==> src/rtl/blsp_pkg.sv <==
// ----------------------------------------------------------------------------
// blsp_pkg: shared types and constants of the line stepper
// Request, response and internal command layouts, widths and codes.
// ----------------------------------------------------------------------------
`default_nettype none

package blsp_pkg;

   // coordinate and arithmetic widths
   localparam int COORD_BITS = 12;                 // signed endpoint coordinate
   localparam int PIX_BITS   = COORD_BITS - 1;     // on-screen pixel coordinate
   localparam int LIMIT_BITS = 12;                 // screen limit registers
   localparam int DELTA_BITS = COORD_BITS + 2;     // twice a delta
   localparam int ERR_BITS   = COORD_BITS + 4;     // signed decision variable
   localparam int CMP_BITS   = ((PIX_BITS > LIMIT_BITS) ? PIX_BITS : LIMIT_BITS) + 1;
   localparam int COLOR_BITS = 32;

   // screen limits after reset
   localparam logic [LIMIT_BITS-1:0] WIDTH_RESET  = LIMIT_BITS'(640);
   localparam logic [LIMIT_BITS-1:0] HEIGHT_RESET = LIMIT_BITS'(480);

   // request opcodes
   typedef enum logic {
      OP_LOAD = 1'b0,
      OP_STEP = 1'b1
   } op_type;

   // configuration register indexes
   typedef enum logic {
      CSR_WIDTH  = 1'b0,
      CSR_HEIGHT = 1'b1
   } csr_index_type;

   typedef struct packed {
      op_type                        op;
      logic signed [COORD_BITS-1:0]  start_x;
      logic signed [COORD_BITS-1:0]  start_y;
      logic signed [COORD_BITS-1:0]  end_x;
      logic signed [COORD_BITS-1:0]  end_y;
      logic [COLOR_BITS-1:0]         line_color;
   } req_type;

   typedef struct packed {
      logic [PIX_BITS-1:0]           pixel_x;
      logic [PIX_BITS-1:0]           pixel_y;
      logic [COLOR_BITS-1:0]         pixel_color;
      logic                          has_pixel;
      logic                          finished;
   } rsp_type;

   // classified command handed from the front end to the stepper
   typedef struct packed {
      op_type                        op;
      logic                          steep;
      logic                          step_down;
      logic signed [COORD_BITS-1:0]  major_pos;
      logic signed [COORD_BITS-1:0]  minor_pos;
      logic signed [COORD_BITS-1:0]  major_end;
      logic signed [ERR_BITS-1:0]    error_term;
      logic signed [ERR_BITS-1:0]    diag_step;   // 2*dminor - 2*dmajor
      logic signed [ERR_BITS-1:0]    minor_step;  // 2*dminor
      logic [COLOR_BITS-1:0]         color;
   } cmd_type;

endpackage

`default_nettype wire

==> src/rtl/blsp_fifo.sv <==
// ----------------------------------------------------------------------------
// blsp_fifo: small synchronous queue
// Register-based FIFO with simultaneous push and pop, used between stages.
// ----------------------------------------------------------------------------
`default_nettype none

module blsp_fifo #(
   parameter type T     = logic,
   parameter int  DEPTH = 2
) (
   input  wire logic clock,
   input  wire logic reset,
   input  wire logic push,
   output logic      full,
   input  wire T     wr_data,
   input  wire logic pop,
   output logic      empty,
   output T          rd_data
);

   localparam int PTR_BITS = $clog2(DEPTH);
   localparam int CNT_BITS = $clog2(DEPTH + 1);

   T                    mem_ff [DEPTH];
   logic [PTR_BITS-1:0] wr_ptr_ff, wr_ptr_in;
   logic [PTR_BITS-1:0] rd_ptr_ff, rd_ptr_in;
   logic [CNT_BITS-1:0] count_ff, count_in;
   logic                do_push, do_pop;

   assign full    = (count_ff == CNT_BITS'(DEPTH));
   assign empty   = (count_ff == '0);
   assign do_push = push && !full;
   assign do_pop  = pop && !empty;
   assign rd_data = mem_ff[rd_ptr_ff];

   // pointer and fill count update
   always_comb begin
      wr_ptr_in = wr_ptr_ff;
      rd_ptr_in = rd_ptr_ff;
      count_in  = count_ff;
      if (do_push) begin
         wr_ptr_in = (wr_ptr_ff == PTR_BITS'(DEPTH - 1)) ? '0 : wr_ptr_ff + 1'b1;
      end
      if (do_pop) begin
         rd_ptr_in = (rd_ptr_ff == PTR_BITS'(DEPTH - 1)) ? '0 : rd_ptr_ff + 1'b1;
      end
      if (do_push && !do_pop) begin
         count_in = count_ff + 1'b1;
      end else if (do_pop && !do_push) begin
         count_in = count_ff - 1'b1;
      end
   end

   always_ff @(posedge clock) begin
      if (reset) begin
         wr_ptr_ff <= '0;
         rd_ptr_ff <= '0;
         count_ff  <= '0;
      end else begin
         wr_ptr_ff <= wr_ptr_in;
         rd_ptr_ff <= rd_ptr_in;
         count_ff  <= count_in;
      end
   end

   // storage
   always_ff @(posedge clock) begin
      if (do_push) begin
         mem_ff[wr_ptr_ff] <= wr_data;
      end
   end

endmodule

`default_nettype wire

==> src/rtl/blsp_front.sv <==
// ----------------------------------------------------------------------------
// blsp_front: request intake and line setup
// Two-stage pipeline: deltas and magnitudes, then octant choice, endpoint
// ordering and initial decision variable. Emits classified commands.
// ----------------------------------------------------------------------------
`default_nettype none

module blsp_front (
   input  wire logic             clock,
   input  wire logic             reset,
   input  wire logic             req_push,
   output logic                  req_full,
   input  wire blsp_pkg::req_type req_data,
   output logic                  cmd_push,
   input  wire logic             cmd_full,
   output blsp_pkg::cmd_type     cmd_data
);

   import blsp_pkg::*;

   typedef struct packed {
      op_type                       op;
      logic signed [COORD_BITS-1:0] x0;
      logic signed [COORD_BITS-1:0] y0;
      logic signed [COORD_BITS-1:0] x1;
      logic signed [COORD_BITS-1:0] y1;
      logic [COORD_BITS-1:0]        adx;
      logic [COORD_BITS-1:0]        ady;
      logic                         x_lt;   // x1 < x0
      logic                         x_gt;   // x1 > x0
      logic                         y_lt;
      logic                         y_gt;
      logic [COLOR_BITS-1:0]        color;
   } delta_type;

   logic      s1_valid_ff, s1_valid_in;
   logic      s2_valid_ff, s2_valid_in;
   delta_type s1_ff, s1_in;
   cmd_type   s2_ff, s2_in;
   logic      s1_adv, s2_adv;

   // stall chain
   assign s2_adv   = !s2_valid_ff || !cmd_full;
   assign s1_adv   = !s1_valid_ff || s2_adv;
   assign req_full = !s1_adv;
   assign cmd_push = s2_valid_ff;
   assign cmd_data = s2_ff;

   // stage 1: signed deltas as magnitude plus direction
   always_comb begin
      s1_in.op    = req_data.op;
      s1_in.x0    = req_data.start_x;
      s1_in.y0    = req_data.start_y;
      s1_in.x1    = req_data.end_x;
      s1_in.y1    = req_data.end_y;
      s1_in.x_lt  = req_data.end_x < req_data.start_x;
      s1_in.x_gt  = req_data.end_x > req_data.start_x;
      s1_in.y_lt  = req_data.end_y < req_data.start_y;
      s1_in.y_gt  = req_data.end_y > req_data.start_y;
      s1_in.adx   = s1_in.x_lt ? COORD_BITS'(req_data.start_x - req_data.end_x)
                               : COORD_BITS'(req_data.end_x - req_data.start_x);
      s1_in.ady   = s1_in.y_lt ? COORD_BITS'(req_data.start_y - req_data.end_y)
                               : COORD_BITS'(req_data.end_y - req_data.start_y);
      s1_in.color = req_data.line_color;
   end

   // stage 2: octant, ordering along the major axis, decision variable
   always_comb begin
      logic                       steep;
      logic                       swap;
      logic [COORD_BITS-1:0]      dmaj;
      logic [COORD_BITS-1:0]      dmin;
      logic signed [ERR_BITS-1:0] dmaj_s;
      logic signed [ERR_BITS-1:0] tmin_s;
      logic signed [ERR_BITS-1:0] tmaj_s;

      steep = !(s1_ff.ady < s1_ff.adx);
      swap  = steep ? s1_ff.y_lt : s1_ff.x_lt;
      dmaj  = steep ? s1_ff.ady : s1_ff.adx;
      dmin  = steep ? s1_ff.adx : s1_ff.ady;

      dmaj_s = ERR_BITS'(dmaj);
      tmaj_s = ERR_BITS'({dmaj, 1'b0});
      tmin_s = ERR_BITS'({dmin, 1'b0});

      s2_in.op    = s1_ff.op;
      s2_in.steep = steep;
      if (steep) begin
         s2_in.step_down = swap ? s1_ff.x_gt : s1_ff.x_lt;
         s2_in.major_pos = swap ? s1_ff.y1 : s1_ff.y0;
         s2_in.minor_pos = swap ? s1_ff.x1 : s1_ff.x0;
         s2_in.major_end = swap ? s1_ff.y0 : s1_ff.y1;
      end else begin
         s2_in.step_down = swap ? s1_ff.y_gt : s1_ff.y_lt;
         s2_in.major_pos = swap ? s1_ff.x1 : s1_ff.x0;
         s2_in.minor_pos = swap ? s1_ff.y1 : s1_ff.y0;
         s2_in.major_end = swap ? s1_ff.x0 : s1_ff.x1;
      end
      s2_in.error_term = tmin_s - dmaj_s;
      s2_in.diag_step  = tmin_s - tmaj_s;
      s2_in.minor_step = tmin_s;
      s2_in.color      = s1_ff.color;
   end

   // valid bits
   always_comb begin
      s1_valid_in = s1_valid_ff;
      s2_valid_in = s2_valid_ff;
      if (s1_adv) begin
         s1_valid_in = req_push;
      end
      if (s2_adv) begin
         s2_valid_in = s1_valid_ff;
      end
   end

   always_ff @(posedge clock) begin
      if (reset) begin
         s1_valid_ff <= 1'b0;
         s2_valid_ff <= 1'b0;
      end else begin
         s1_valid_ff <= s1_valid_in;
         s2_valid_ff <= s2_valid_in;
      end
   end

   // payload stages
   always_ff @(posedge clock) begin
      if (s1_adv) begin
         s1_ff <= s1_in;
      end
      if (s2_adv) begin
         s2_ff <= s2_in;
      end
   end

endmodule

`default_nettype wire

==> src/rtl/blsp_back.sv <==
// ----------------------------------------------------------------------------
// blsp_back: line stepping engine
// Holds the active line and screen limits, runs one Bresenham step per
// step command and hands pixels or end markers to the response queue.
// ----------------------------------------------------------------------------
`default_nettype none

module blsp_back (
   input  wire logic                          clock,
   input  wire logic                          reset,
   input  wire logic                          csr_valid,
   output logic                               csr_ready,
   input  wire blsp_pkg::csr_index_type       csr_index,
   input  wire logic [blsp_pkg::LIMIT_BITS-1:0] csr_wdata,
   input  wire logic                          cmd_empty,
   output logic                               cmd_pop,
   input  wire blsp_pkg::cmd_type             cmd_data,
   input  wire logic                          out_full,
   output logic                               out_push,
   output blsp_pkg::rsp_type                  out_data
);

   import blsp_pkg::*;

   logic [LIMIT_BITS-1:0]        width_ff, width_in;
   logic [LIMIT_BITS-1:0]        height_ff, height_in;
   logic                         active_ff, active_in;
   logic                         steep_ff, steep_in;
   logic                         step_down_ff, step_down_in;
   logic signed [COORD_BITS-1:0] major_ff, major_in;
   logic signed [COORD_BITS-1:0] minor_ff, minor_in;
   logic signed [COORD_BITS-1:0] end_ff, end_in;
   logic signed [ERR_BITS-1:0]   err_ff, err_in;
   logic signed [ERR_BITS-1:0]   diag_ff, diag_in;
   logic signed [ERR_BITS-1:0]   tmin_ff, tmin_in;
   logic [COLOR_BITS-1:0]        color_ff, color_in;

   logic signed [COORD_BITS-1:0] px, py;
   logic [CMP_BITS-1:0]          px_u, py_u;
   logic                         done;
   logic                         is_step;

   assign csr_ready = 1'b1;
   assign cmd_pop   = !cmd_empty && !out_full;
   assign is_step   = (cmd_data.op == OP_STEP);
   assign out_push  = cmd_pop && is_step && active_ff;

   // current pixel and termination test
   always_comb begin
      px   = steep_ff ? minor_ff : major_ff;
      py   = steep_ff ? major_ff : minor_ff;
      px_u = CMP_BITS'(px[PIX_BITS-1:0]);
      py_u = CMP_BITS'(py[PIX_BITS-1:0]);
      done = !(major_ff < end_ff)
             || px[COORD_BITS-1] || (px_u >= CMP_BITS'(width_ff))
             || py[COORD_BITS-1] || (py_u >= CMP_BITS'(height_ff));
   end

   // response item
   always_comb begin
      if (done) begin
         out_data = '0;
         out_data.finished = 1'b1;
      end else begin
         out_data.pixel_x     = px[PIX_BITS-1:0];
         out_data.pixel_y     = py[PIX_BITS-1:0];
         out_data.pixel_color = color_ff;
         out_data.has_pixel   = 1'b1;
         out_data.finished    = 1'b0;
      end
   end

   // line state: load replaces, step advances
   always_comb begin
      active_in    = active_ff;
      steep_in     = steep_ff;
      step_down_in = step_down_ff;
      major_in     = major_ff;
      minor_in     = minor_ff;
      end_in       = end_ff;
      err_in       = err_ff;
      diag_in      = diag_ff;
      tmin_in      = tmin_ff;
      color_in     = color_ff;
      if (cmd_pop) begin
         if (!is_step) begin
            active_in    = 1'b1;
            steep_in     = cmd_data.steep;
            step_down_in = cmd_data.step_down;
            major_in     = cmd_data.major_pos;
            minor_in     = cmd_data.minor_pos;
            end_in       = cmd_data.major_end;
            err_in       = cmd_data.error_term;
            diag_in      = cmd_data.diag_step;
            tmin_in      = cmd_data.minor_step;
            color_in     = cmd_data.color;
         end else if (active_ff) begin
            if (done) begin
               active_in = 1'b0;
            end else begin
               major_in = major_ff + COORD_BITS'(1);
               if (err_ff > 0) begin
                  minor_in = step_down_ff ? minor_ff - COORD_BITS'(1)
                                          : minor_ff + COORD_BITS'(1);
                  err_in   = err_ff + diag_ff;
               end else begin
                  err_in   = err_ff + tmin_ff;
               end
            end
         end
      end
   end

   // screen limit registers
   always_comb begin
      width_in  = width_ff;
      height_in = height_ff;
      if (csr_valid) begin
         case (csr_index)
            CSR_WIDTH:  width_in  = csr_wdata;
            CSR_HEIGHT: height_in = csr_wdata;
            default: begin
               width_in  = width_ff;
               height_in = height_ff;
            end
         endcase
      end
   end

   always_ff @(posedge clock) begin
      if (reset) begin
         active_ff <= 1'b0;
         width_ff  <= WIDTH_RESET;
         height_ff <= HEIGHT_RESET;
      end else begin
         active_ff <= active_in;
         width_ff  <= width_in;
         height_ff <= height_in;
      end
   end

   always_ff @(posedge clock) begin
      steep_ff     <= steep_in;
      step_down_ff <= step_down_in;
      major_ff     <= major_in;
      minor_ff     <= minor_in;
      end_ff       <= end_in;
      err_ff       <= err_in;
      diag_ff      <= diag_in;
      tmin_ff      <= tmin_in;
      color_ff     <= color_in;
   end

endmodule

`default_nettype wire

==> src/rtl/bresenham_line_stepper.sv <==
// ----------------------------------------------------------------------------
// bresenham_line_stepper: integer line rasterizer
// Load a line, then pull one logical pixel or an end marker per step request.
// ----------------------------------------------------------------------------
// A load request (op = load) sets up a half-open line from start to end with
// its color and gives no response; each later step request gives one response:
// a pixel, or an end marker (finished) once the far endpoint is reached or the
// first pixel falls off the screen. A step while no line is active gives
// nothing. Requests are taken one per clock while req_full is low; the front
// end does the setup in two pipeline stages, a command queue of CMD_DEPTH
// entries decouples it from the stepper, and the stepper does one error-term
// add and bounds compare per clock unless the command queue is empty or the
// response queue full. The user must write screen limits through csr_ only
// while no request is in flight; the block does not enforce it.
// ----------------------------------------------------------------------------
`default_nettype none

module bresenham_line_stepper #(
   parameter int CMD_DEPTH = 4,
   parameter int RSP_DEPTH = 2
) (
   input  wire logic                            clock,
   input  wire logic                            reset,
   input  wire logic                            req_push,
   output logic                                 req_full,
   input  wire blsp_pkg::req_type               req_data,
   output logic                                 rsp_empty,
   input  wire logic                            rsp_pop,
   output blsp_pkg::rsp_type                    rsp_data,
   input  wire logic                            csr_valid,
   output logic                                 csr_ready,
   input  wire blsp_pkg::csr_index_type         csr_index,
   input  wire logic [blsp_pkg::LIMIT_BITS-1:0] csr_wdata
);

   import blsp_pkg::*;

   logic    cmd_push, cmd_full, cmd_empty, cmd_pop;
   cmd_type cmd_in_data, cmd_out_data;
   logic    out_push, out_full;
   rsp_type out_data;

   // request intake and setup
   blsp_front u_front (
      .clock    (clock),
      .reset    (reset),
      .req_push (req_push),
      .req_full (req_full),
      .req_data (req_data),
      .cmd_push (cmd_push),
      .cmd_full (cmd_full),
      .cmd_data (cmd_in_data)
   );

   // command queue between setup and stepping
   blsp_fifo #(
      .T     (cmd_type),
      .DEPTH (CMD_DEPTH)
   ) u_cmd_queue (
      .clock   (clock),
      .reset   (reset),
      .push    (cmd_push),
      .full    (cmd_full),
      .wr_data (cmd_in_data),
      .pop     (cmd_pop),
      .empty   (cmd_empty),
      .rd_data (cmd_out_data)
   );

   // stepping engine
   blsp_back u_back (
      .clock     (clock),
      .reset     (reset),
      .csr_valid (csr_valid),
      .csr_ready (csr_ready),
      .csr_index (csr_index),
      .csr_wdata (csr_wdata),
      .cmd_empty (cmd_empty),
      .cmd_pop   (cmd_pop),
      .cmd_data  (cmd_out_data),
      .out_full  (out_full),
      .out_push  (out_push),
      .out_data  (out_data)
   );

   // response queue
   blsp_fifo #(
      .T     (rsp_type),
      .DEPTH (RSP_DEPTH)
   ) u_rsp_queue (
      .clock   (clock),
      .reset   (reset),
      .push    (out_push),
      .full    (out_full),
      .wr_data (out_data),
      .pop     (rsp_pop),
      .empty   (rsp_empty),
      .rd_data (rsp_data)
   );

endmodule

`default_nettype wire

==> config.mk <==
export PLATFORM = sky130hd
export DESIGN_NAME = bresenham_line_stepper
export DESIGN_NICKNAME = d
export VERILOG_FILES = /design/src/rtl/blsp_pkg.sv /design/src/rtl/blsp_fifo.sv /design/src/rtl/blsp_front.sv /design/src/rtl/blsp_back.sv /design/src/rtl/bresenham_line_stepper.sv
export SDC_FILE = /design/constraint.sdc
export NUM_CORES = 1
export LEC_CHECK = 0
export ABC_CLOCK_PERIOD_IN_PS = 16500
export BUFFER_PORTS_ARGS = -buffer_cell sky130_fd_sc_hd__buf_2
export CAP_MARGIN = 20
export CORE_ASPECT_RATIO = 1.1
export CORE_MARGIN = 10
export CORE_UTILIZATION = 25
export CTS_CLUSTER_DIAMETER = 40
export DETAILED_ROUTE_END_ITERATION = 8
export SKIP_CTS_REPAIR_TIMING = 1
export SLEW_MARGIN = 20
export SYNTH_ARGS = -nofsm -noshare
export SYNTH_HDL_FRONTEND = slang
export SYNTH_HIERARCHICAL = 1
export SYNTH_SLANG_ARGS = --single-unit
==> constraint.sdc <==
create_clock -name clock -period 16.5 [get_ports clock]
set_clock_uncertainty 0.05 [all_clocks]
set_input_delay 3.3 -clock clock [delete_from_list [all_inputs] [get_ports clock]]
set_output_delay 3.3 -clock clock [all_outputs]
set_load 0.01 [all_outputs]
### Yosys cells after proc, flatten, opt, wreduce, memory -nomap -nowiden

Memory sizes are Yosys's and may differ from the RTL's. A register that Yosys moved wholly into a read port is not among the register bits.
Cells that the tools add are included.

| storage, ports and cells | value |
|---|---|
| bits in registers | 380 |
| bits in latches | 0 |
| bits in writable memories | 572 |
| ROM bits | 0 |
| bits of input ports | 99 |
| output and inout bits | 59 |
| logic and storage cells | 166 |
| memories | 2 |

Memory list:

| name | words | bits a word | read ports | clocked after Yosys merged registers in | write ports | RTL line | RTL |
|---|---|---|---|---|---|---|---|
| u_cmd_queue.mem_ff | 4 | 115 | 1 | 1 | 1 | blsp_fifo.sv:24 | `T mem_ff [DEPTH];` |
| u_rsp_queue.mem_ff | 2 | 56 | 1 | 1 | 1 | blsp_fifo.sv:24 |  |

| cells by class | value |
|---|---|
| add/sub/neg operators | 19 |
| multiply operators | 0 |
| div/mod/pow operators | 0 |
| $lt $le $gt $ge | 9 |
| eq/ne operators | 7 |
| shift-type cells | 0 |
| multiplexer cells | 46 |
| bitwise logic cells | 2 |
| reduce and logical (&&, ||, !) cells | 39 |

Operator list:

| cell | number |
|---|---|
| $mux W12 | 18 |
| $mux W16 | 4 |
| $mux W56 | 1 |
| $lt A12 B12 Y1 | 4 |
| $sub A12 B12 Y12 | 4 |
| $mux W37 | 1 |
| $add A16 B16 Y16 | 2 |
| $add A12 B2 Y12 const B | 2 |
| $ge A11 B12 Y1 | 2 |
| $gt A12 B12 Y1 | 2 |
| $gt A16 B1 Y1 const B | 1 |
| $mux W1 | 14 |
| $sub A13 B12 Y14 | 1 |
| $sub A13 B13 Y14 | 1 |
| $logic_not A1 Y1 | 13 |
| $mux W2 | 6 |
| $sub A12 B2 Y12 const B | 1 |
| $logic_and A1 B1 Y1 | 11 |
| $add A2 B1 Y2 const B | 3 |
| $eq A2 B2 Y1 const B | 3 |
| $logic_or A1 B1 Y1 | 6 |
| $mux W3 | 2 |
| $reduce_and A2 Y1 | 3 |
| $ne A2 B1 Y1 const B | 2 |
| 12 further kinds | 15 |

### Depth between registers and ports, before layout

Gate-level depths: netlist (run 1).

| logic depth | value |
|---|---|
| depth in word-level cells | 10 |
| mapped depth | 22 |
| mapped depth without buffers | 20 |

### Cells and area by module

The synthesis (run 1) kept the hierarchy.

By module, submodules not included:

| module | instances | cells an instance | area each (um2) | seq. area each (um2) |
|---|---|---|---|---|
| blsp_fifo (u_cmd_queue) | 1 | 671 | 17,690.7 | 14,473.9 |
| blsp_front | 1 | 984 | 11,944.0 | 6,616.3 |
| blsp_back | 1 | 728 | 8,007.7 | 4,043.9 |
| blsp_fifo (u_rsp_queue) | 1 | 199 | 4,251.6 | 3,463.3 |

### Worst setup path after synthesis (run 1)

Ideal clock, no wire load.

| timing | value |
|---|---|
| path kind | register -> register |
| start | reg with a tool-made name |
| end | reg u_back.err_ff[0] (enable) |
| library setup time | 0.374 ns |
| arrival | 7.590 ns |
| data required time | 16.076 ns |
| setup slack | 8.486 ns |
| cell stages (with the launch flop) | 6 |
| buffers on the path | 2 |
| clock period less this slack | 8.014 ns |
| cells stage by stage | dfxtp_1 > buf_6 > mux4_2 > buf_2 > nor3_1 > a31o_2 |

RTL lines:

| what | RTL line | RTL |
|---|---|---|
| end signal, assigned | blsp_back.sv:148 | `err_ff <= err_in;` |
| end, declared | blsp_back.sv:33 | `logic signed [ERR_BITS-1:0] err_ff, err_in;` |

### Worst setup path in the final report (run 1)

| timing | value |
|---|---|
| start | reg u_cmd_queue.count_ff[0] |
| end | out req_full |

| on the way | value |
|---|---|
| word-level cells in the longest chain between the ends | 5 |

RTL lines:

| what | RTL line | RTL |
|---|---|---|
| start, declared | blsp_fifo.sv:27 | `logic [CNT_BITS-1:0] count_ff, count_in;` |
| start signal, assigned | blsp_fifo.sv:62 | `count_ff <= count_in;` |
| $eq A3 B3 Y1 | blsp_fifo.sv:30 | `assign full = (count_ff == CNT_BITS'(DEPTH));` |
| named net cmd_full | bresenham_line_stepper.sv:38 | `logic cmd_push, cmd_full, cmd_empty, cmd_pop;` |
| $logic_not A1 Y1 | blsp_front.sv:43 | `assign s2_adv = !s2_valid_ff \|\| !cmd_full;` |
| $logic_or A1 B1 Y1 | blsp_front.sv:43 |  |
| $logic_or A1 B1 Y1 | blsp_front.sv:44 | `assign s1_adv = !s1_valid_ff \|\| s2_adv;` |
| $logic_not A1 Y1 | blsp_front.sv:45 | `assign req_full = !s1_adv;` |
| end, declared | bresenham_line_stepper.sv:25 | `output logic req_full,` |

The timed path passes the listed nets, and every way through them passes these cells.

==> results of run 1 <==
## cells in the mapped netlist, drive strengths merged (17+ instances only)
cell	instances	area, sq um
a211oi	33	253
a21o	31	233
a21oi	119	611
a31oi	20	125
and2	59	369
and3	19	119
buf	72	495
clkbuf	46	179
dfxtp	41	821
edfxtp	925	27800
ha	134	1680
inv	144	543
mux2	109	1230
mux2i	85	855
mux4	119	2680
nand2	107	402
nand2b	21	131
nand3	27	135
nand4	20	125
nor2	85	327
nor2b	36	228
nor3	17	101
o21ai	78	398
xnor2	39	342
xor2	27	236
## worst min path at each step
| stage | start | to | slack, ns |
|---|---|---|---|
| after CTS | u_front/s1_ff[8] | u_front/cmd_data[8] | 0.35 |
| after global routing | u_front/s1_ff[8] | u_front/cmd_data[8] | 0.37 |
| after global placement | u_front/s1_ff[4] | u_front/cmd_data[4] | 0.35 |
| after floorplan | u_front/s1_ff[0] | u_front/cmd_data[0] | 0.35 |
| final | u_front/s1_ff[8] | u_front/cmd_data[8] | 0.35 |
| after detailed placement | u_front/s1_ff[6] | u_front/cmd_data[6] | 0.35 |
## routing by layer
layer | vias to the layer above | track usage | wire length (um) | share of wire
met5 | - | 0 | 80 | 0.00082
met2 | 539 | 0.170 | 46500 | 0.48
li1 | 10461 | - | - | -
met3 | 179 | 0.0257 | 5040 | 0.052
met4 | 12 | 0.0352 | 2630 | 0.027
met1 | 11333 | 0.134 | 42900 | 0.44
## state kept, by name, summed over array words and instances, names as in the netlist, 2 cells and up, named ones only
| signal | flops |
|---|---|
| u_back/color_ff | 32 |
| u_back/diag_ff | 16 |
| u_back/end_ff | 12 |
| u_back/err_ff | 16 |
| u_back/height_ff | 12 |
| u_back/major_ff | 12 |
| u_back/minor_ff | 12 |
| u_back/tmin_ff | 16 |
| u_back/width_ff | 12 |
| u_cmd_queue/count_ff | 3 |
| u_cmd_queue/mem_ff | 476 |
| u_cmd_queue/rd_ptr_ff | 2 |
| u_cmd_queue/wr_ptr_ff | 2 |
| u_front/cmd_data | 110 |
| u_front/s1_ff | 109 |
| u_rsp_queue/count_ff | 2 |
| u_rsp_queue/mem_ff | 112 |
## power by group through the flow
stage	Clock, W	Sequential (W)	Combinational [W]
4_1_cts	0.00315	0.00357	0.00225
3_3_place_gp	0	0.00360	0.00223
3_5_place_dp	0	0.00362	0.00224
2_1_floorplan	0	0.00347	0.00171
5_1_grt	0.00327	0.00362	0.00247
6_report	0.00307	0.00357	0.00223
## per-stage QoR
stage | instances | cell area (sq um)
CTS | 5141 | 50100
detailed placement | 4880 | 45100
global route | 5143 | 50100
finish | 5145 | 50100
floorplan | 2586 | 41900
global placement | 4880 | 45100
## cell type report
class / instances / area [sq um]
repair buffers: 186 / 1020
inverters: 146 / 563
diodes: 4 / 10.0
flip-flops and latches: 966 / 28600
fillers: 16503 / 116000
well taps: 2226 / 2790
clock buffers: 157 / 3630
multi-input cells: 1356 / 12100
clock inverters: 104 / 1350
## worst reg2reg max path, delay by kind of cell, from the launching register on
kind | cells | cell delay, ns
fa+ha+maj | 3 | 1.29
simple gates | 5 | 1.03
buf+inv | 3 | 0.93
flops | 1 | 0.50
compound gates | 8 | 1.70
xor+xnor | 1 | 0.14
## cells by family (layout without fill, tap and decap cells)
kind of cell | after synthesis | in the layout | share of synthesized area
AOI/OAI and AO/OA | 388 | 388 | 0.0613
xor gates and xnor gates | 66 | 66 | 0.0138
adders and majority gates | 147 | 147 | 0.0450
buffers and inverters | 264 | 593 | 0.0295
DFF | 966 | 966 | 0.683
muxes | 313 | 313 | 0.114
other | 2 | 10 | 0.000179
and+or+nand+nor | 436 | 436 | 0.0539
==> qor.txt, run 1 <==
Slowest stage delay, CP -> 0.47 ns
Final Hold Viols -> 0
Pin count of the biggest net entering global routing -> 87
Max-cap viol count -> 0
Mean post-synth cell area -> 16.2 sq um
Max Root-Sink Buffers -> 3
Max VDD drop -> 0.000110 V
Status -> finished clean
Vias -> 22524
Int Pwr -> 0.00608 W
Asr flop ratio synth -> 0
Sw frac -> 0.314
Port Buf Inserts -> 156
WL/cell -> 18.9 um
Minimum hold slack -> 0.347 ns
Mapped Area -> 41900 sq um
Commonest non-fill, non-tap cell in the layout -> edfxtp_1
Core ar. -> 167000 sq um
Critical Path End Type -> output pin
Final TNS setup -> 0 ns
Core Rows -> 157
Tcrit/Tclk final -> 0.367
Sequential cell area fraction in the yosys report -> 0.683
Setup crit end -> req_full
Layout cells sized above 1 -> 0.237
DRT Pass-1 Iters -> 5
CP Data Arrival Time -> 2.71 ns
Root buf cell -> clkbuf_16
First-pass GRT wire length -> 148000 um
Cell family with most CP delay -> buffers and inverters
Final Core Density -> 0.301
Slew @ Worst Pin -> 1.06 ns
Total Die Area -> 184000 sq um
Power share of the combinational group -> 0.252
RSZ-0062 raised after global routing -> no
DIE HEIGHT -> 449 um
Final setup vio count -> 0
Critical Path Start Type -> register
Power per standard cell area -> 177 nW/um^2
LEAKAGE -> 17.5 nW
Worst R2R Start -> u_front/s1_ff[55]
Crit path from -> u_cmd_queue/count_ff[0]
Area Growth Syn to Fin -> 19.6%
Fmax -> 165 MHz
Vias in the first global route -> 23362
CP bufs+invs -> 4
Final worst slack -> 10.44 ns
Mean number of vias per cell -> 4.38
Antenna violations before repair -> 11
Clock Sink Count -> 966
GRT overflow -> 0
HP Class -> reg2reg
WS Path Type -> reg2out
Crit. path cell count -> 6
Clock slew at reported path FFs -> 0.06 ns
Crit-path slowest cell -> buf_4
Reg2Reg Setup Slack -> 10.58 ns
Tmin final -> 6.06 ns
Total Wirelength -> 97100 um
Hold depth -> 0
Worst Reg-to-Reg Cells -> 20
CP cell instances -> or3b_1 -> clkinv_8 -> nand3_4 -> buf_4 -> inv_1 -> buf_2
DP Worst Slack -> 9.75 ns
Post-route ant nets -> 0
Clk pwr share -> 0.346
Drt initial violations -> 1314
Post-Syn Instances -> 2582
Required @ worst endpoint -> 13.15 ns
Yosys warns -> 6
Sw Pwr -> 0.00278 W
Number of flops mapped to enable cells by yosys -> 925
Seq pwr share -> 0.402
Final total power -> 0.00886 W
Routability cong. -> 0.837
Synth unique cells -> 93
Die Span X -> 410 um
Overall routing resource usage -> 0.104
CTS Buf Count -> 143
Clk_lat worst skew -> 0.78 ns
CTS tree -> yes
Slew margin rel. -> 0.295
Number of I/O pins -> 158
H-tree Lvls -> 4
Starting Density -> 0.251
Nets -> 3040
Post-DP HPWL -> 64800 um
Final slew viol count -> 0
Reg-to-Reg End -> u_front/cmd_data[76]
# DRC -> 0
Yosys reg bits -> 966
Commonest non-fill, non-tap cells in the layout -> edfxtp_1, buf_2, clkbuf_16
Ys flop type -> edfxtp_1
CP Max Fanout -> 35
Note: power is estimated with default switching activity, not from simulation.
==> run 2: changes to the inputs <==
--- a/config.mk
+++ b/config.mk
@@ -5,7 +5,7 @@
 export SDC_FILE = /design/constraint.sdc
 export NUM_CORES = 1
 export LEC_CHECK = 0
-export ABC_CLOCK_PERIOD_IN_PS = 16500
+export ABC_CLOCK_PERIOD_IN_PS = 6300
 export BUFFER_PORTS_ARGS = -buffer_cell sky130_fd_sc_hd__buf_2
 export CAP_MARGIN = 20
 export CORE_ASPECT_RATIO = 1.1
==> constraint.sdc (replaced) <==
create_clock -name clock -period 6.3 [get_ports clock]
set_clock_uncertainty 0.05 [all_clocks]
set_input_delay 1.26 -clock clock [delete_from_list [all_inputs] [get_ports clock]]
set_output_delay 1.26 -clock clock [all_outputs]
set_load 0.01 [all_outputs]
==> run 2 against run 1 <==
Sequential power grew to 2.6 times the previous value. Critical path depth is 13 higher. First-iteration DRC count is 12% higher. Global-route usage is 0.20 points lower. Largest cell class unchanged. Hold slack worse by 0.038 ns. Cell count hardly changed. Count of clock-buffer cells in the layout is 6 lower. Combinational power grew to 2.6 times the previous value. Worst setup slack worse by 9.3 ns. Register-to-register slack worse by 9.4 ns. Die area stayed put. Critical path type is now reg2reg.
==> qor.txt, run 2 (same netlist as run 1, synthesis figures left out) <==
Critical Path Start Type -> register (unchanged)
Post-DP HPWL -> 64500 um (was 64800 um)
Layout cells sized above 1 -> 0.237 (about the same)
CTS Buf Count -> 139 (was 143)
CP Data Arrival Time -> 5.60 ns (was 2.71 ns)
Critical Path End Type -> register (was output pin)
Core ar. -> 167000 sq um (unchanged)
Starting Density -> 0.251 (unchanged)
Placed Area -> 45200 sq um (was 45100 sq um)
Post-route ant nets -> 0 (unchanged)
Slew @ Worst Pin -> 1.02 ns (was 1.06 ns)
Number of I/O pins -> 158 (unchanged)
Clock slew at reported path FFs -> 0.05 ns (was 0.06 ns)
Power per standard cell area -> 460 nW/um^2 (was 177 nW/um^2)
Min-delay src -> u_front/s1_ff[13] (was u_front/s1_ff[8])
Total Die Area -> 184000 sq um (unchanged)
Max FFs per register -> 476 (unchanged)
Pin count of the biggest net entering global routing -> 88 (was 87)
Max Root-Sink Buffers -> 3 (unchanged)
Core Rows -> 157 (unchanged)
Worst R2R Start -> u_front/s1_ff[54] (was u_front/s1_ff[55])
RSZ-0062 raised after global routing -> no (unchanged)
H-tree Lvls -> 4 (unchanged)
Overall routing resource usage -> 0.102 (was 0.104)
CTS tree -> yes (unchanged)
Commonest non-fill, non-tap cells in the layout -> edfxtp_1, buf_2, inv_1 (was edfxtp_1, buf_2, clkbuf_16)
Fmax -> 194 MHz
DIE HEIGHT -> 449 um (unchanged)
Crit path from -> u_front/s1_ff[54] (was u_cmd_queue/count_ff[0])
Mean number of vias per cell -> 4.38 (about the same)
# DRC -> 0 (unchanged)
Vias -> 22516 (was 22524)
Commonest non-fill, non-tap cell in the layout -> edfxtp_1 (unchanged)
Largest register by flop count -> u_cmd_queue/mem_ff (unchanged)
Final TNS setup -> 0 ns (unchanged)
WS Path Type -> reg2reg (was reg2out)
Final Hold Viols -> 0 (unchanged)
LEAKAGE -> 17.4 nW (was 17.5 nW)
Final Cell Area -> 50000 sq um (was 50100 sq um)
Final slew viol count -> 0 (unchanged)
Die Span X -> 410 um (unchanged)
Final setup vio count -> 0 (unchanged)
Clock Sink Count -> 966 (unchanged)
Required @ worst endpoint -> 6.74 ns (was 13.15 ns)
Routability cong. -> 0.841 (was 0.837)
Tmin final -> 5.16 ns
Antenna violations before repair -> 12 (was 11)
WL/cell -> 18.7 um (was 18.9 um)
First-pass GRT wire length -> 145000 um (was 148000 um)
GRT overflow -> 0 (unchanged)
Vias in the first global route -> 22917 (was 23362)
Max VDD drop -> 0.000312 V (was 0.000110 V)
HP Class -> reg2reg (unchanged)
Root buf cell -> clkbuf_16 (unchanged)
Area Growth Syn to Fin -> 19.3% (was 19.6%)
Drt initial violations -> 1477 (was 1314)
DRT Pass-1 Iters -> 8 (was 5)
Max-cap viol count -> 0 (unchanged)
Total Wirelength -> 96000 um (was 97100 um)
Slew margin rel. -> 0.319 (was 0.295)
Clk_lat worst skew -> 0.76 ns (was 0.78 ns)
CP Max Fanout -> 11 (was 35)
Status -> finished clean (unchanged)
Tcrit/Tclk final -> 0.819
Nets -> 3037 (was 3040)
Port Buf Inserts -> 156 (unchanged)
run 2: cell count changes in the layout (fill, tap and decap cells not counted), sizes merged:
cell      previous run  this run
buf                186       187
clkbuf             157       151
inv                172       182
clkinv              55        49
bufinv              13        10
clkinvlp            10         9
run 2: layout make-up:
cell class,count,area [sq um]
Fill cell,16544,117000
Sequential cell,966,28600
Multi-Input combinational cell,1356,12100
Clock buffer,151,3520
Tap cell,2226,2790
Clock inverter,104,1300
Timing Repair Buffer,187,1060
Inverter,146,563
Antenna cell,4,10.0
run 2: worst max-delay path: stages (launching register included):
cell and delay [ns]:
edfxtp_1 0.54, inv_1 0.16, ha_1 0.36, nand2_1 0.16, o21ai_0 0.14, and2b_1 0.32, nor3_4 0.42, inv_2 0.11
a21oi_1 0.23, inv_1 0.09, fa_1 0.43, nand2b_1 0.16, o2bb2ai_1 0.19, maj3_1 0.37, a21boi_0 0.29, a32oi_1 0.20
o221ai_1 0.28, a21o_1 0.16, a21oi_1 0.07, xor2_1 0.15
run 2: path summary, 6_finish.rpt:
| path | to | slack (ns) | depth (start not counted) |
|---|---|---|---|
| hold reg to reg | u_front/cmd_data[13] | 0.31 | 0 |
| setup reg to reg | u_front/cmd_data[76] | 1.14 | 19 |
| setup / recovery | u_front/cmd_data[76] | 1.14 | 19 |
| hold / removal | u_front/cmd_data[13] | 0.31 | 0 |
run 2: power by group:
group | internal, W | total (W) | switching (W)
combinational | 0.00247 | 0.00587 | 0.00340
clock | 0.00464 | 0.00782 | 0.00319
sequential | 0.00860 | 0.00930 | 0.000702
run 2: per-layer routing:
metal | GRT usage | wire (um)
met4 | 0.0377 | 3150
met1 | 0.132 | 42100
met2 | 0.164 | 45800
met5 | 0 | 92
met3 | 0.0249 | 4940
run 2: metrics by stage:
| step | power, W | std cells | hold slack [ns] | setup WS (ns) | utilization |
|---|---|---|---|---|---|
| 4_1_cts | 0.0233 | 5136 | 0.312 | 1.14 | 0.300 |
| 3_5_place_dp | 0.0154 | 4881 | 0.355 | 1.17 | 0.271 |
| 5_1_grt | 0.0243 | 5139 | 0.314 | 0.809 | 0.300 |
| 6_report | 0.0230 | 5140 | 0.309 | 1.14 | 0.300 |
| 2_1_floorplan | 0.0136 | 2586 | 0.350 | 0.806 | - |
| 3_3_place_gp | 0.0153 | 4881 | 0.353 | 1.22 | 0.271 |
==> run 3: changes to the inputs <==
--- a/config.mk
+++ b/config.mk
@@ -5,7 +5,7 @@
 export SDC_FILE = /design/constraint.sdc
 export NUM_CORES = 1
 export LEC_CHECK = 0
-export ABC_CLOCK_PERIOD_IN_PS = 6300
+export ABC_CLOCK_PERIOD_IN_PS = 4400
 export BUFFER_PORTS_ARGS = -buffer_cell sky130_fd_sc_hd__buf_2
 export CAP_MARGIN = 20
 export CORE_ASPECT_RATIO = 1.1
==> constraint.sdc (replaced) <==
create_clock -name clock -period 4.4 [get_ports clock]
set_clock_uncertainty 0.05 [all_clocks]
set_input_delay 0.88 -clock clock [delete_from_list [all_inputs] [get_ports clock]]
set_output_delay 0.88 -clock clock [all_outputs]
set_load 0.01 [all_outputs]
==> run 3 against run 2 <==
Critical path depth did not move. Hold slack got worse by 0.041 ns. Sequential cell count did not move. Combinational power rose by 52%. Fmax rose by 24%. Worst setup slack got worse by 0.90 ns. Via count rose by 1.1%. Critical endpoint unchanged.
==> qor.txt, run 3 (same netlist as run 1, synthesis figures left out) <==
Pin count of the biggest net entering global routing -> 119 (was 88)
Max Root-Sink Buffers -> 3 (unchanged)
Largest register by flop count -> u_cmd_queue/mem_ff (unchanged)
Final Core Density -> 0.305 (was 0.300)
Required @ worst endpoint -> 4.82 ns (was 6.74 ns)
Mean number of vias per cell -> 4.37 (was 4.38)
GRT overflow -> 0 (unchanged)
Critical Path End Type -> register (unchanged)
Clock Sink Count -> 966 (unchanged)
Met3 GRT Util -> 0.0225 (was 0.0249)
Slew margin rel. -> 0.358 (was 0.319)
Fmax -> 240 MHz (was 194 MHz)
Fillers -> 16515 (was 16544)
DP Worst Slack -> -0.00364 ns (was 1.17 ns)
Total Die Area -> 184000 sq um (unchanged)
HP Class -> in2reg (was reg2reg)
Layout cells sized above 1 -> 0.258 (was 0.237)
Nets -> 3109 (was 3037)
Clock slew at reported path FFs -> 0.06 ns (was 0.05 ns)
Critical Path Start Type -> register (unchanged)
Number of I/O pins -> 158 (unchanged)
Final Hold Viols -> 0 (unchanged)
First-pass GRT wire length -> 147000 um (was 145000 um)
Tcrit/Tclk final -> 0.945 (was 0.819)
Clk_lat worst skew -> 0.74 ns (was 0.76 ns)
H-tree Lvls -> 4 (unchanged)
# DRC -> 0 (unchanged)
Starting Density -> 0.251 (unchanged)
WS Path Type -> reg2reg (unchanged)
Status -> finished clean (unchanged)
Tmin final -> 4.16 ns (was 5.16 ns)
LEAKAGE -> 17.9 nW (was 17.4 nW)
Slowest stage delay, CP -> 0.42 ns (was 0.54 ns)
CP cell instances -> inv_2 -> ha_1 -> nor2b_1 -> o211a_1 -> o21a_4 -> nor3_4 -> inv_2 -> a21oi_2 -> inv_1 -> fa_1 -> nand2b_1 -> o2bb2ai_2 -> maj3_1 -> a21boi_2 -> a32oi_2 -> o221ai_2 -> a21o_1 -> a21oi_1 -> xor2_1 (was inv_1 -> ha_1 -> nand2_1 -> o21ai_0 -> and2b_1 -> nor3_4 -> inv_2 -> a21oi_1 -> inv_1 -> fa_1 -> nand2b_1 -> o2bb2ai_1 -> maj3_1 -> a21boi_0 -> a32oi_1 -> o221ai_1 -> a21o_1 -> a21oi_1 -> xor2_1)
Slew @ Worst Pin -> 0.963 ns (was 1.02 ns)
Reg2Reg Setup Slack -> 0.24 ns (was 1.14 ns)
Crit-path slowest cell -> fa_1 (was edfxtp_1)
CP Max Fanout -> 5 (was 11)
Non-filler cells, final -> 5214 (was 5140)
Minimum hold slack -> 0.268 ns (was 0.309 ns)
Power per standard cell area -> 664 nW/um^2 (was 460 nW/um^2)
Post-DP HPWL -> 66000 um (was 64500 um)
Final slew viol count -> 0 (unchanged)
Commonest non-fill, non-tap cells in the layout -> edfxtp_1, buf_2, clkbuf_16 (was edfxtp_1, buf_2, inv_1)
CTS tree -> yes (unchanged)
Final setup vio count -> 0 (unchanged)
Die Span X -> 410 um (unchanged)
Most used cell, CP -> inv_2
Vias -> 22774 (was 22516)
Max VDD drop -> 0.000434 V (was 0.000312 V)
Routability cong. -> 0.817 (was 0.841)
WL/cell -> 18.6 um (was 18.7 um)
CP Data Arrival Time -> 4.58 ns (was 5.60 ns)
Antenna violations before repair -> 10 (was 12)
CTS Buf Count -> 143 (was 139)
GR peak layer -> met2 (unchanged)
Max-cap viol count -> 0 (unchanged)
Core ar. -> 167000 sq um (unchanged)
Vias in the first global route -> 23359 (was 22917)
Max FFs per register -> 476 (unchanged)
Total Wirelength -> 97100 um (was 96000 um)
Core Rows -> 157 (unchanged)
Ant diodes -> 0 (was 4)
Port Buf Inserts -> 156 (unchanged)
Overall routing resource usage -> 0.103 (was 0.102)
Post-route ant nets -> 0 (unchanged)
Final worst slack -> 0.241 ns (was 1.14 ns)
DIE HEIGHT -> 449 um (unchanged)
Root buf cell -> clkbuf_16 (unchanged)
DRT Pass-1 Iters -> 6 (was 8)
GR Util met1 -> 0.135 (was 0.132)
Drt initial violations -> 1616 (was 1477)
Placed insts -> 4946 (was 4881)
Met2 usage -> 0.168 (was 0.164)
RSZ-0062 raised after global routing -> no (unchanged)
Commonest non-fill, non-tap cell in the layout -> edfxtp_1 (unchanged)
Area Growth Syn to Fin -> 21.3% (was 19.3%)
run 3: cell types whose count changed in the layout (fill, tap and decap cells not counted), moves of 4 or more:
cell       before  now
buf_4          27   86
buf_12          4   13
clkbuf_16     139  145
clkinv_1       13   19
clkinv_4        5   11
inv_6          23   17
bufinv_16      10   15
clkinv_16      10    5
clkinv_2       15   11
clkinv_8        6   10
diode_2         4    0
run 3: power by group:
part	switching (W)	internal [W]
Clock	0.00441	0.00711
Sequential	0.000960	0.0123
Combinational	0.00506	0.00389
Total	0.0104	0.0233
run 3: critical path: cells and delay by family, from the launching register on:
kind                     cells  cell delay (ns)
AO/OA/AOI/OAI                9             1.52
adder cells (fa/ha/maj)      3             1.03
AND/OR/NAND/NOR              3             0.51
flip-flops                   1             0.39
buffers and inverters        3             0.25
XOR/XNOR                     1             0.14
run 3: final timing paths:
check | start | end | cells after the start
hold / removal | req_data[27] | u_front/s1_ff[27] | 1
setup / recovery | u_front/s1_ff[49] | u_front/cmd_data[76] | 19
setup reg to reg | u_front/s1_ff[49] | u_front/cmd_data[76] | 19
hold reg to reg | u_front/s1_ff[108] | u_front/cmd_data[118] | 0
run 3: layout make-up:
type                    count  area, sq um  share of cell area
inverters                 146          563              0.0111
multi-input cells        1356        12200               0.240
repair buffers            255         1690              0.0332
well taps                2226         2790              0.0548
clock inverters           106         1310              0.0257
clock buffers             159         3690              0.0726
flip-flops and latches    966        28600               0.563
run 3: per-stage QoR:
step,power [W],TNS (ns),area (sq um)
floorplan,0.0194,0,41900
global placement,0.0222,0,45800
detailed placement,0.0224,-0.00364,45800
CTS,0.0341,-0.0249,50800
global route,0.0356,0,50800
finish,0.0337,0,50800
run 3: per-layer routing:
| metal | up-vias | part of all wire |
|---|---|---|
| met5 | - | 0.00029 |
| met4 | 6 | 0.027 |
| met3 | 163 | 0.050 |
| met2 | 545 | 0.48 |
| met1 | 11460 | 0.44 |
| li1 | 10600 | - |
